[src/hdl/assert_macros.svh]
// ----------------------------------------------------------------------------
// assert_macros
// Assertion macros used by the machine core.
// ----------------------------------------------------------------------------
`ifndef ASSERT_MACROS_SVH
`define ASSERT_MACROS_SVH

// implication checked at every edge outside reset
`define ASSERT_IMPL(label, ante, cons, msg) \
    label: assert property (@(posedge clk) disable iff (!rst_n) (ante) |-> (cons)) \
        else $error(msg);

// next-cycle implication
`define ASSERT_NEXT(label, ante, cons, msg) \
    label: assert property (@(posedge clk) disable iff (!rst_n) (ante) |=> (cons)) \
        else $error(msg);

`endif

[src/hdl/bfm_ram.sv]
// ----------------------------------------------------------------------------
// bfm_ram
// Generic single-port-write, single-read RAM with registered read data.
// ----------------------------------------------------------------------------
`default_nettype none
module bfm_ram #(
    parameter int WIDTH = 8,
    parameter int DEPTH = 16
) (
    input  wire logic                     clk,
    input  wire logic                     we,
    input  wire logic [$clog2(DEPTH)-1:0] waddr,
    input  wire logic [WIDTH-1:0]         wdata,
    input  wire logic [$clog2(DEPTH)-1:0] raddr,
    output logic      [WIDTH-1:0]         rdata
);
    logic [WIDTH-1:0] mem [DEPTH];

    always_ff @(posedge clk)
    begin
        if (we)
        begin
            mem[waddr] <= wdata;
        end
        rdata <= mem[raddr];
    end
endmodule
`default_nettype wire

[config.mk]
export PLATFORM = sky130hd
export DESIGN_NAME = bfm_ram
export DESIGN_NICKNAME = d
export VERILOG_FILES = /design/src/hdl/assert_macros.svh /design/src/hdl/bfm_ram.sv
export SDC_FILE = /design/constraint.sdc
export NUM_CORES = 1
export LEC_CHECK = 0
export BUFFER_PORTS_ARGS = -buffer_cell sky130_fd_sc_hd__buf_4
export CAP_MARGIN = 20
export CORE_MARGIN = 4
export CORE_UTILIZATION = 55
export DETAILED_ROUTE_END_ITERATION = 8
export PLACE_DENSITY = 0.7
export SETUP_SLACK_MARGIN = 0.2
export SLEW_MARGIN = 20
export SYNTH_ARGS = -nofsm -noshare
export SYNTH_HDL_FRONTEND = slang
export SYNTH_SLANG_ARGS = --single-unit
[constraint.sdc]
create_clock -name clk -period 3.1 [get_ports clk]
set_input_delay 0.31 -clock clk [delete_from_list [all_inputs] [get_ports clk]]
set_output_delay 0.31 -clock clk [all_outputs]
set_load 0.01 [all_outputs]
### Word level (Yosys, flattened, before mapping)

Memories as Yosys holds them, arrays and structs flattened. A register that Yosys moved wholly into a read port is not among the register bits.
Index checks and enable logic that the tools add are counted.

* register bits after elaboration: 0
* memory bits (writable): 128
* bits of input ports: 18
* output and inout port bits: 8
* memories kept: 1

* mux-type cells: 2

Memories
* mem: words 16, width 8, rd ports 1, clocked after Yosys merged registers in 1, wr ports 1, line bfm_ram.sv:17 `logic [WIDTH-1:0] mem [DEPTH];`

Operators with widths (count)
* $mux W1: 2

### Logic depth before layout (Yosys ltp)

Gate-level depths: netlist (run 1).

* depth after elaboration: 2
* gate-level depth with buffers: 5
* gate-level depth less buffers: 3

### Worst setup path after synthesis (run 1)

Ideal clock, no wire load.

* path type: in2reg
* start point: in waddr[2]
* end point: mem mem[0][0] (enable)
* library setup time: 0.383 ns
* arrival time: 1.420 ns
* slack: 1.297 ns
* stages: 2
* path through: or3b_2 > nor3_1

RTL lines
* start: declaration: line bfm_ram.sv:12 `input wire logic [$clog2(DEPTH)-1:0] waddr,`
* end: declaration: line bfm_ram.sv:17

Straight into the memory's write port.

### Final worst setup path (run 1)

* start point: in waddr[2]
* end point: mem mem[2][4] (enable)

Straight into the memory's write port.

==> run metrics, run 1 <==
outcome completed; Die Y 105 um; max-slew violation total from the final report 0; DR iter-0 viols 125; syn avg cell area 22.5 um^2; setup bufs post-CTS 0; number of CTS-inserted buffers 17; Final Cycle Share 49.3%; GRT busiest layer met2; most frequent cells in the layout edfxtp_1 (128), buf_4 (29), mux4_2 (18); final setup margin 1.57 ns; Worst R2R Path Depth 3; kind of start point of the critical path primary input; vias in the first global route 2453; # rows 35; largest net degree at the start of global routing 33; Clock Sinks 136; Die X 105 um; CP arrival 1.66 ns; Final Skew 0.00694 ns; drt drc 0; final hold vios 0; CTS H-tree lvls 4; layout net count 285; most common cell after layout, fill and taps aside edfxtp_1; endpoint class of the critical path register; Routed Antenna Nets 0; Post-CTS Resized 0; CTS tree done; Setup violations, final 0; Root Driver clkbuf_8; max-cap violations 0; total iterations of the first detailed-routing run 4; Min Hold Slack 0.112 ns; routing usage on met1 26.7%; setup tns final 0 ns; hold-fix buffer count after cts 0; Placer Congestion 0.699; fill cell count 605; total track usage 19.3%; RSZ-0062 raised after global routing no; Core Footprint 9200 um^2; post-DR vias/cell 6.12; Worst Tran Pin Value 0.964 ns; Leak Pwr 1.99 nW; cells after synthesis 229; hold path depth 1; pre-CTS WS 1.06 ns; critical path class primary input to register; initial core utilization 56.0%; footprint of the multi-input gates 1060 um^2; first-pass GRT wire length 15000 um; Final Critical Period 1.53 ns; post-layout total power 4.15 mW; worst hold path class primary input to register; routed vias 2392; fraction of layout cells with a size suffix above 1 28.2%; Syn Nets 247; antenna fix cells 0; initial antenna violation count 0; Max Root-Sink Buffers 2; area of the mapped netlist 5150 um^2; Routed WL 9620 um; Slew HR 35.5%; design area 5990 um^2; global route overflow 0; Crit Path Max Fanout 8; met3 Track Usage GR 5.25%; register area 4000 um^2; die area 11000 um^2; Skew-Pair Late Insertion Delay 0.51 ns; Worst Path Required 3.23 ns; Syn. warnings 0; drt wl/cell 24.6 um; Synth Register Bits 136; Synth cell types 19; IO Pins 26; Max IR drop VDD 0.354 mV; FMAX 655 MHz; area post-placement 5420 um^2; CTS clk-pin slew, worst paths 0.06 ns; share of the yosys chip area belonging to registers 77.8%; hpwl dp 5680 um; Area Overhead vs Synth 16.3%; power per cell area 694 nW/um^2; IO buf count 25; GR Layer Usage met2 30.0%
==> sequential cells by signal, summed over array words and instances, names as in the netlist <==
name / cells
mem: 128
rdata: 8
==> power by group <==
part / total [mW] / internal (mW) / switching, mW
clock: 1.89 / 1.14 / 0.749
sequential: 2.07 / 2.06 / 0.0143
combinational: 0.193 / 0.0864 / 0.106
==> through the flow <==
step                std cells  util, %
floorplan                 229        -
CTS                       391     65.1
detailed placement        359     58.9
global route              391     65.1
global placement          359     58.9
finish                    391     65.1
==> cells in the mapped netlist, drive strengths merged <==
library cell	instances	share of area [%]
or3b	1	0.17
mux4	32	15
and2b	1	0.15
nand2	9	0.66
buf	7	1.1
dfxtp	8	3.1
nand2b	2	0.24
edfxtp	128	75
nand3	1	0.097
nor2b	1	0.12
nor2	13	0.95
nand3b	2	0.29
nor3	4	0.39
a22oi	16	2.3
clkdlybuf4s25	3	0.58
and2	1	0.12
==> kinds of logic (layout without fill, tap and decap cells) <==
kind of cell	after synthesis	in the layout	synth area share [%]
compound gates	16	16	2.33
buf+inv	10	61	1.68
flops	136	136	77.8
mux	32	32	15.0
simple gates	35	35	3.18
==> layout make-up <==
class / instances / share of cell area [%]
Sequential cell: 136 / 66.9
Multi-Input combinational cell: 83 / 17.7
Clock buffer: 17 / 6.92
Timing Repair Buffer: 29 / 3.64
Clock inverter: 15 / 2.59
Tap cell: 111 / 2.32
==> worst paths after layout <==
| kind | slack (ns) | to | from |
|---|---|---|---|
| min | 0.11 | mem[14][3]$_DFFE_PP_ | wdata[3] |
| min reg2reg | 0.68 | rdata[2]$_DFF_P_ | mem[13][2]$_DFFE_PP_ |
| max | 1.57 | mem[2][4]$_DFFE_PP_ | waddr[2] |
| max reg2reg | 1.73 | rdata[7]$_DFF_P_ | mem[3][7]$_DFFE_PP_ |
==> worst max-delay path: stages <==
cell and delay [ns]:
buf_4 0.12, or3b_2 0.51, nor2_1 0.71
==> per-layer routing <==
| metal | up-vias | wire length (um) |
|---|---|---|
| met1 | 1248 | 4240 |
| li1 | 1050 | - |
| met2 | 88 | 4830 |
| met4 | 0 | 76 |
| met3 | 6 | 478 |
| met5 | - | 0 |
Power figures use the tool's default switching activity.
==> run 2: changes to the inputs <==
==> constraint.sdc (replaced) <==
create_clock -name clk -period 1.6 [get_ports clk]
set_input_delay 0.16 -clock clk [delete_from_list [all_inputs] [get_ports clk]]
set_output_delay 0.16 -clock clk [all_outputs]
set_load 0.01 [all_outputs]
==> run metrics, run 2 (synthesized netlist as in run 1, its figures left out) <==
IO buf count 25 (unchanged); total iterations of the first detailed-routing run 4 (unchanged); fraction of layout cells with a size suffix above 1 31.6% (was 28.2%); CTS clk-pin slew, worst paths 0.06 ns (about the same); Crit Path Max Fanout 1 (was 8); die area 11000 um^2 (unchanged); first-pass GRT wire length 15400 um (was 15000 um); setup tns final 0 ns (unchanged); kind of start point of the critical path register (was primary input); Root Driver clkbuf_8 (unchanged); Critical Path, Cell by Cell mux4_1, a22oi_1, nand2_1 (was buf_4, or3b_2, nor2_1); FMAX 749 MHz; IO Pins 26 (unchanged); hpwl dp 6110 um (was 5680 um); Max IR drop VDD 0.923 mV (was 0.354 mV); # rows 35 (unchanged); Crit-path slowest cell mux4_1 (was nor2_1); CTS tree done (unchanged); Area Overhead vs Synth 22.8% (was 16.3%); endpoint class of the critical path register (unchanged); Critical Path Max Stage Delay 0.51 ns (was 0.71 ns); Setup violations, final 0 (unchanged); vias in the first global route 2716 (was 2453); Routed WL 9740 um (was 9620 um); Worst Path Required 1.98 ns (was 3.23 ns); Final Cycle Share 83.4%; worst hold path class primary input to register (unchanged); final hold vios 0 (unchanged); RSZ-0062 raised after global routing no (unchanged); max-cap violations 0 (unchanged); Worst Tran Pin Value 0.457 ns (was 0.964 ns); number of CTS-inserted buffers 17 (unchanged); Clock Sinks 136 (unchanged); critical path class register to register (was primary input to register); Routed Antenna Nets 0 (unchanged); CTS H-tree lvls 4 (unchanged); Skew-Pair Late Insertion Delay 0.52 ns (was 0.51 ns); Max Root-Sink Buffers 2 (unchanged); Top Registers mem: 128 flops, rdata: 8 flops (unchanged); Core Footprint 9200 um^2 (unchanged); Placer Congestion 0.754 (was 0.699); Die X 105 um (unchanged); initial antenna violation count 0 (unchanged); outcome completed (unchanged); power per cell area 1330 nW/um^2 (was 694 nW/um^2); Top reg by flops mem (unchanged); max reg flops 128 (unchanged); Die Y 105 um (unchanged); Buf+Inv Stages, Crit Path 0 (was 1); drt wl/cell 23.3 um (was 24.6 um); global route overflow 0 (unchanged); routed vias 2489 (was 2392); CP top delay family multiplexers (was simple AND/OR/NAND/NOR gates); layout net count 312 (was 285); Min Hold Slack 0.161 ns (was 0.112 ns); total track usage 19.6% (was 19.3%); DR iter-0 viols 152 (was 125); antenna fix cells 0 (unchanged); initial core utilization 56.0% (unchanged); Leak Pwr 2.19 nW (was 1.99 nW); CP arrival 1.72 ns (was 1.66 ns); max-slew violation total from the final report 0 (unchanged); Slew HR 69.5% (was 35.5%); Final Critical Period 1.33 ns; post-DR vias/cell 5.95 (was 6.12); most frequent cells in the layout edfxtp_1 (128), buf_4 (43), mux4_2 (18) (was edfxtp_1 (128), buf_4 (29), mux4_2 (18)); most common cell after layout, fill and taps aside edfxtp_1 (unchanged); largest net degree at the start of global routing 21 (was 33); drt drc 0 (unchanged); Final Skew 0.0120 ns (was 0.00694 ns)
-- run 2: cell types whose count changed in the layout (fill, tap and decap cells not counted) --
cell	previous run	this run
clkbuf_1	0	4
a22oi_1	16	14
buf_4	29	43
bufinv_16	2	4
nor3_2	0	1
inv_6	1	0
a22oi_2	0	2
dlygate4sd3_1	0	8
clkbuf_8	1	3
buf_12	0	5
clkinv_4	2	0
clkinvlp_4	8	1
nor3_1	4	3
clkinv_2	1	3
-- run 2: timing repair --
| item | CTS | global route |
|---|---|---|
| hold endpoints to repair | 128 | 0 |
| setup buffers | 0 | 0 |
| endpoints found under the setup margin | 0 | 2 |
| hold buffers | 8 | 0 |
| resized for setup | 0 | 2 |
-- run 2: worst paths after layout --
path	end	startpoint	slack, ns	cells after the start
min	mem[0][7]$_DFFE_PP_	waddr[0]	0.16	3
max reg2reg	rdata[5]$_DFF_P_	mem[1][5]$_DFFE_PP_	0.27	3
max	rdata[5]$_DFF_P_	mem[1][5]$_DFFE_PP_	0.27	3
min reg2reg	rdata[2]$_DFF_P_	mem[8][2]$_DFFE_PP_	0.67	3
-- run 2: final cells by class --
type / count / area [um^2]
tap: 111 / 139
timing repair buffer: 56 / 503
fill: 568 / 2880
clock inverter: 9 / 146
multi-input combinational: 83 / 1070
clock buffer: 23 / 457
sequential: 136 / 4000
-- run 2: power breakdown --
group | switching [mW] | internal [mW]
combinational | 0.218 | 0.216
clock | 1.33 | 2.60
sequential | 0.0269 | 3.98
-- run 2: worst reg2reg max path, cell delays in order, from the launching register on --
cell      delay, ns
edfxtp_1       0.37
mux4_1         0.51
a22oi_1        0.22
nand2_1        0.11
-- run 2: per-stage QoR --
step                setup slack [ns]  power, mW  instances  cell area (um^2)  utilization [%]
floorplan                      0.174       4.29        229              5150                -
global placement              0.0849       4.49        378              5630             61.2
detailed placement            0.0800       4.50        378              5630             61.2
CTS                            0.252       8.44        418              6310             68.6
global route                   0.211       8.65        418              6320             68.7
finish                         0.266       8.38        418              6320             68.7
-- run 2: metal layers --
metal,routed length (um),vias up,global-route usage [%]
li1,-,1105,-
met1,4010,1282,25.3
met2,4960,81,31.2
met3,537,21,5.25
met4,236,0,9.65
met5,0,-,0
==> run 3: changes to the inputs <==
==> constraint.sdc (replaced) <==
create_clock -name clk -period 1.35 [get_ports clk]
set_input_delay 0.135 -clock clk [delete_from_list [all_inputs] [get_ports clk]]
set_output_delay 0.135 -clock clk [all_outputs]
set_load 0.01 [all_outputs]
==> run metrics, run 3 (synthesized netlist as in run 1, its figures left out) <==
outcome completed (unchanged); CP arrival 1.71 ns (was 1.72 ns); drt drc 0 (unchanged); hpwl dp 6550 um (was 6110 um); CTS clk-pin slew, worst paths 0.06 ns (about the same); Clock Sinks 136 (unchanged); die area 11000 um^2 (unchanged); post-layout util 68.9% (was 68.7%); largest net degree at the start of global routing 18 (was 21); Final Critical Period 1.31 ns (was 1.33 ns); Routed Antenna Nets 0 (unchanged); Top reg by flops mem (unchanged); Crit Path Max Fanout 1 (unchanged); CTS H-tree lvls 4 (unchanged); fill cell count 571 (was 568); share of power burned in registers 49.8% (was 47.9%); # rows 35 (unchanged); routed vias 2500 (was 2489); Root Driver clkbuf_8 (unchanged); R2R Path Start mem[3][0]$_DFFE_PP_ (was mem[1][5]$_DFFE_PP_); Worst Path Required 1.75 ns (was 1.98 ns); Core Footprint 9200 um^2 (unchanged); IO Pins 26 (unchanged); power per cell area 1510 nW/um^2 (was 1330 nW/um^2); most frequent cells in the layout edfxtp_1 (128), buf_4 (45), mux4_2 (32) (was edfxtp_1 (128), buf_4 (43), mux4_2 (18)); Sw Ratio 20.4% (was 18.8%); max-slew violation total from the final report 0 (unchanged); layout net count 315 (was 312); Gate power share 5.9% (was 5.2%); met3 WL 715 um (was 537 um); clock share of power 44.3% (was 46.9%); Setup violations, final 0 (unchanged); initial antenna violation count 0 (unchanged); number of CTS-inserted buffers 17 (unchanged); area post-placement 5660 um^2 (was 5630 um^2); endpoint class of the critical path register (unchanged); design area 6340 um^2 (was 6320 um^2); IO buf count 25 (unchanged); Die X 105 um (unchanged); total track usage 20.0% (was 19.6%); global route overflow 0 (unchanged); uppermost layer routed met4 (unchanged); vias in the first global route 2585 (was 2716); hold wc startpoint waddr[1] (was waddr[0]); footprint of the multi-input gates 1100 um^2 (was 1070 um^2); Worst Tran Pin Value 0.870 ns (was 0.457 ns); kind of start point of the critical path register (unchanged); Worst R2R Path Depth 3 (unchanged); CTS tree done (unchanged); NetSw 1.95 mW (was 1.58 mW); Final Skew 0.00912 ns (was 0.0120 ns); WL met2 5010 um (was 4960 um); Max Root-Sink Buffers 2 (unchanged); Skew-Pair Late Insertion Delay 0.51 ns (was 0.52 ns); Leak Pwr 2.13 nW (was 2.19 nW); reg-to-reg endpoint rdata[0]$_DFF_P_ (was rdata[5]$_DFF_P_); Die Y 105 um (unchanged); RSZ-0062 raised after global routing yes (was no); Area Overhead vs Synth 23.1% (was 22.8%); FF-to-FF setup slack 0.04 ns (was 0.27 ns); DR iter-0 viols 213 (was 152); drt wl/cell 24.0 um (was 23.3 um); worst hold path class primary input to register (unchanged); final hold vios 0 (unchanged); post-DR vias/cell 5.94 (was 5.95); fraction of layout cells with a size suffix above 1 42.9% (was 31.6%); internal power 7.61 mW (was 6.80 mW); Final Cycle Share 97.4% (was 83.4%); wire length on met1 4220 um (was 4010 um); total iterations of the first detailed-routing run 4 (unchanged); max-cap violations 0 (unchanged); register area 4010 um^2 (was 4000 um^2); Routed WL 10100 um (was 9740 um); hold path depth 3 (unchanged); Top Registers mem: 128 flops, rdata: 8 flops (unchanged); setup tns final 0 ns (unchanged); most common cell after layout, fill and taps aside edfxtp_1 (unchanged); antenna fix cells 0 (unchanged); critical path class register to register (unchanged); Endpoint, Worst Hold mem[0][5]$_DFFE_PP_ (was mem[0][7]$_DFFE_PP_); initial core utilization 56.0% (unchanged); max reg flops 128 (unchanged); Slew HR 41.9% (was 69.5%); first-pass GRT wire length 15500 um (was 15400 um); FMAX 761 MHz (was 749 MHz); Placer Congestion 0.762 (was 0.754); Max IR drop VDD 1.15 mV (was 0.923 mV)
run 3: cell count changes in the layout (fill, tap and decap cells not counted), sizes merged:
cell	delta
bufinv	-2
clkinvlp	+2
buf	+3
clkbuf	-4
inv	+1
clkinv	+3
run 3: worst max path at each step:
stage	from	endpoint	slack (ns)	cells past startpoint
2_1_floorplan	waddr[2]	mem[0][0]$_DFFE_PP_	0.08	2
4_1_cts	mem[3][0]$_DFFE_PP_	rdata[0]$_DFF_P_	0.02	3
6_report	mem[3][0]$_DFFE_PP_	rdata[0]$_DFF_P_	0.04	3
3_5_place_dp	raddr[0]	rdata[3]$_DFF_P_	-0.23	6
3_3_place_gp	raddr[0]	rdata[3]$_DFF_P_	-0.22	6
5_1_grt	mem[3][0]$_DFFE_PP_	rdata[0]$_DFF_P_	-0.04	3
run 3: through the flow:
stage	hold slack, ns	std cells	setup slack (ns)	power (mW)
after floorplan	0.234	229	0.0819	5.11
after global placement	0.437	381	-0.221	5.36
after detailed placement	0.451	381	-0.225	5.37
after CTS	0.119	421	0.0170	9.63
after global routing	0.121	421	-0.0385	9.89
final	0.130	421	0.0357	9.56
run 3: cell type report:
class / instances / share of cell area, %
Clock inverter: 13 / 2.05
Sequential cell: 136 / 63.2
Timing Repair Buffer: 59 / 8.49
Tap cell: 111 / 2.19
Multi-Input combinational cell: 83 / 17.4
Clock buffer: 19 / 6.65
run 3: timing repair:
item | CTS | global route
hold buffers | 8 | 0
gates cloned | 0 | 0
setup buffers | 0 | 0
endpoints found under the setup margin | 11 | 8
resized for setup | 11 | 2
hold endpoints to repair | 128 | 0
pin swaps | 4 | 0
run 3: worst max-delay path, stage by stage (launching register included):
cell and delay (ns):
edfxtp_1 0.37, mux4_2 0.54, a22oi_2 0.21, nand2_1 0.08
run 3: routing by layer:
metal | global-route usage [%] | up-vias
met2 | 30.6 | 111
met4 | 7.22 | 0
met3 | 4.94 | 10
li1 | - | 1097
met1 | 28.4 | 1282
met5 | 0 | -
run 3: power by group through the flow:
stage	clock (mW)	combinational [mW]	sequential, mW
2_1_floorplan	0	0.269	4.84
3_3_place_gp	0	0.520	4.84
3_5_place_dp	0	0.532	4.84
4_1_cts	4.30	0.569	4.76
5_1_grt	4.52	0.608	4.76
6_report	4.24	0.564	4.76
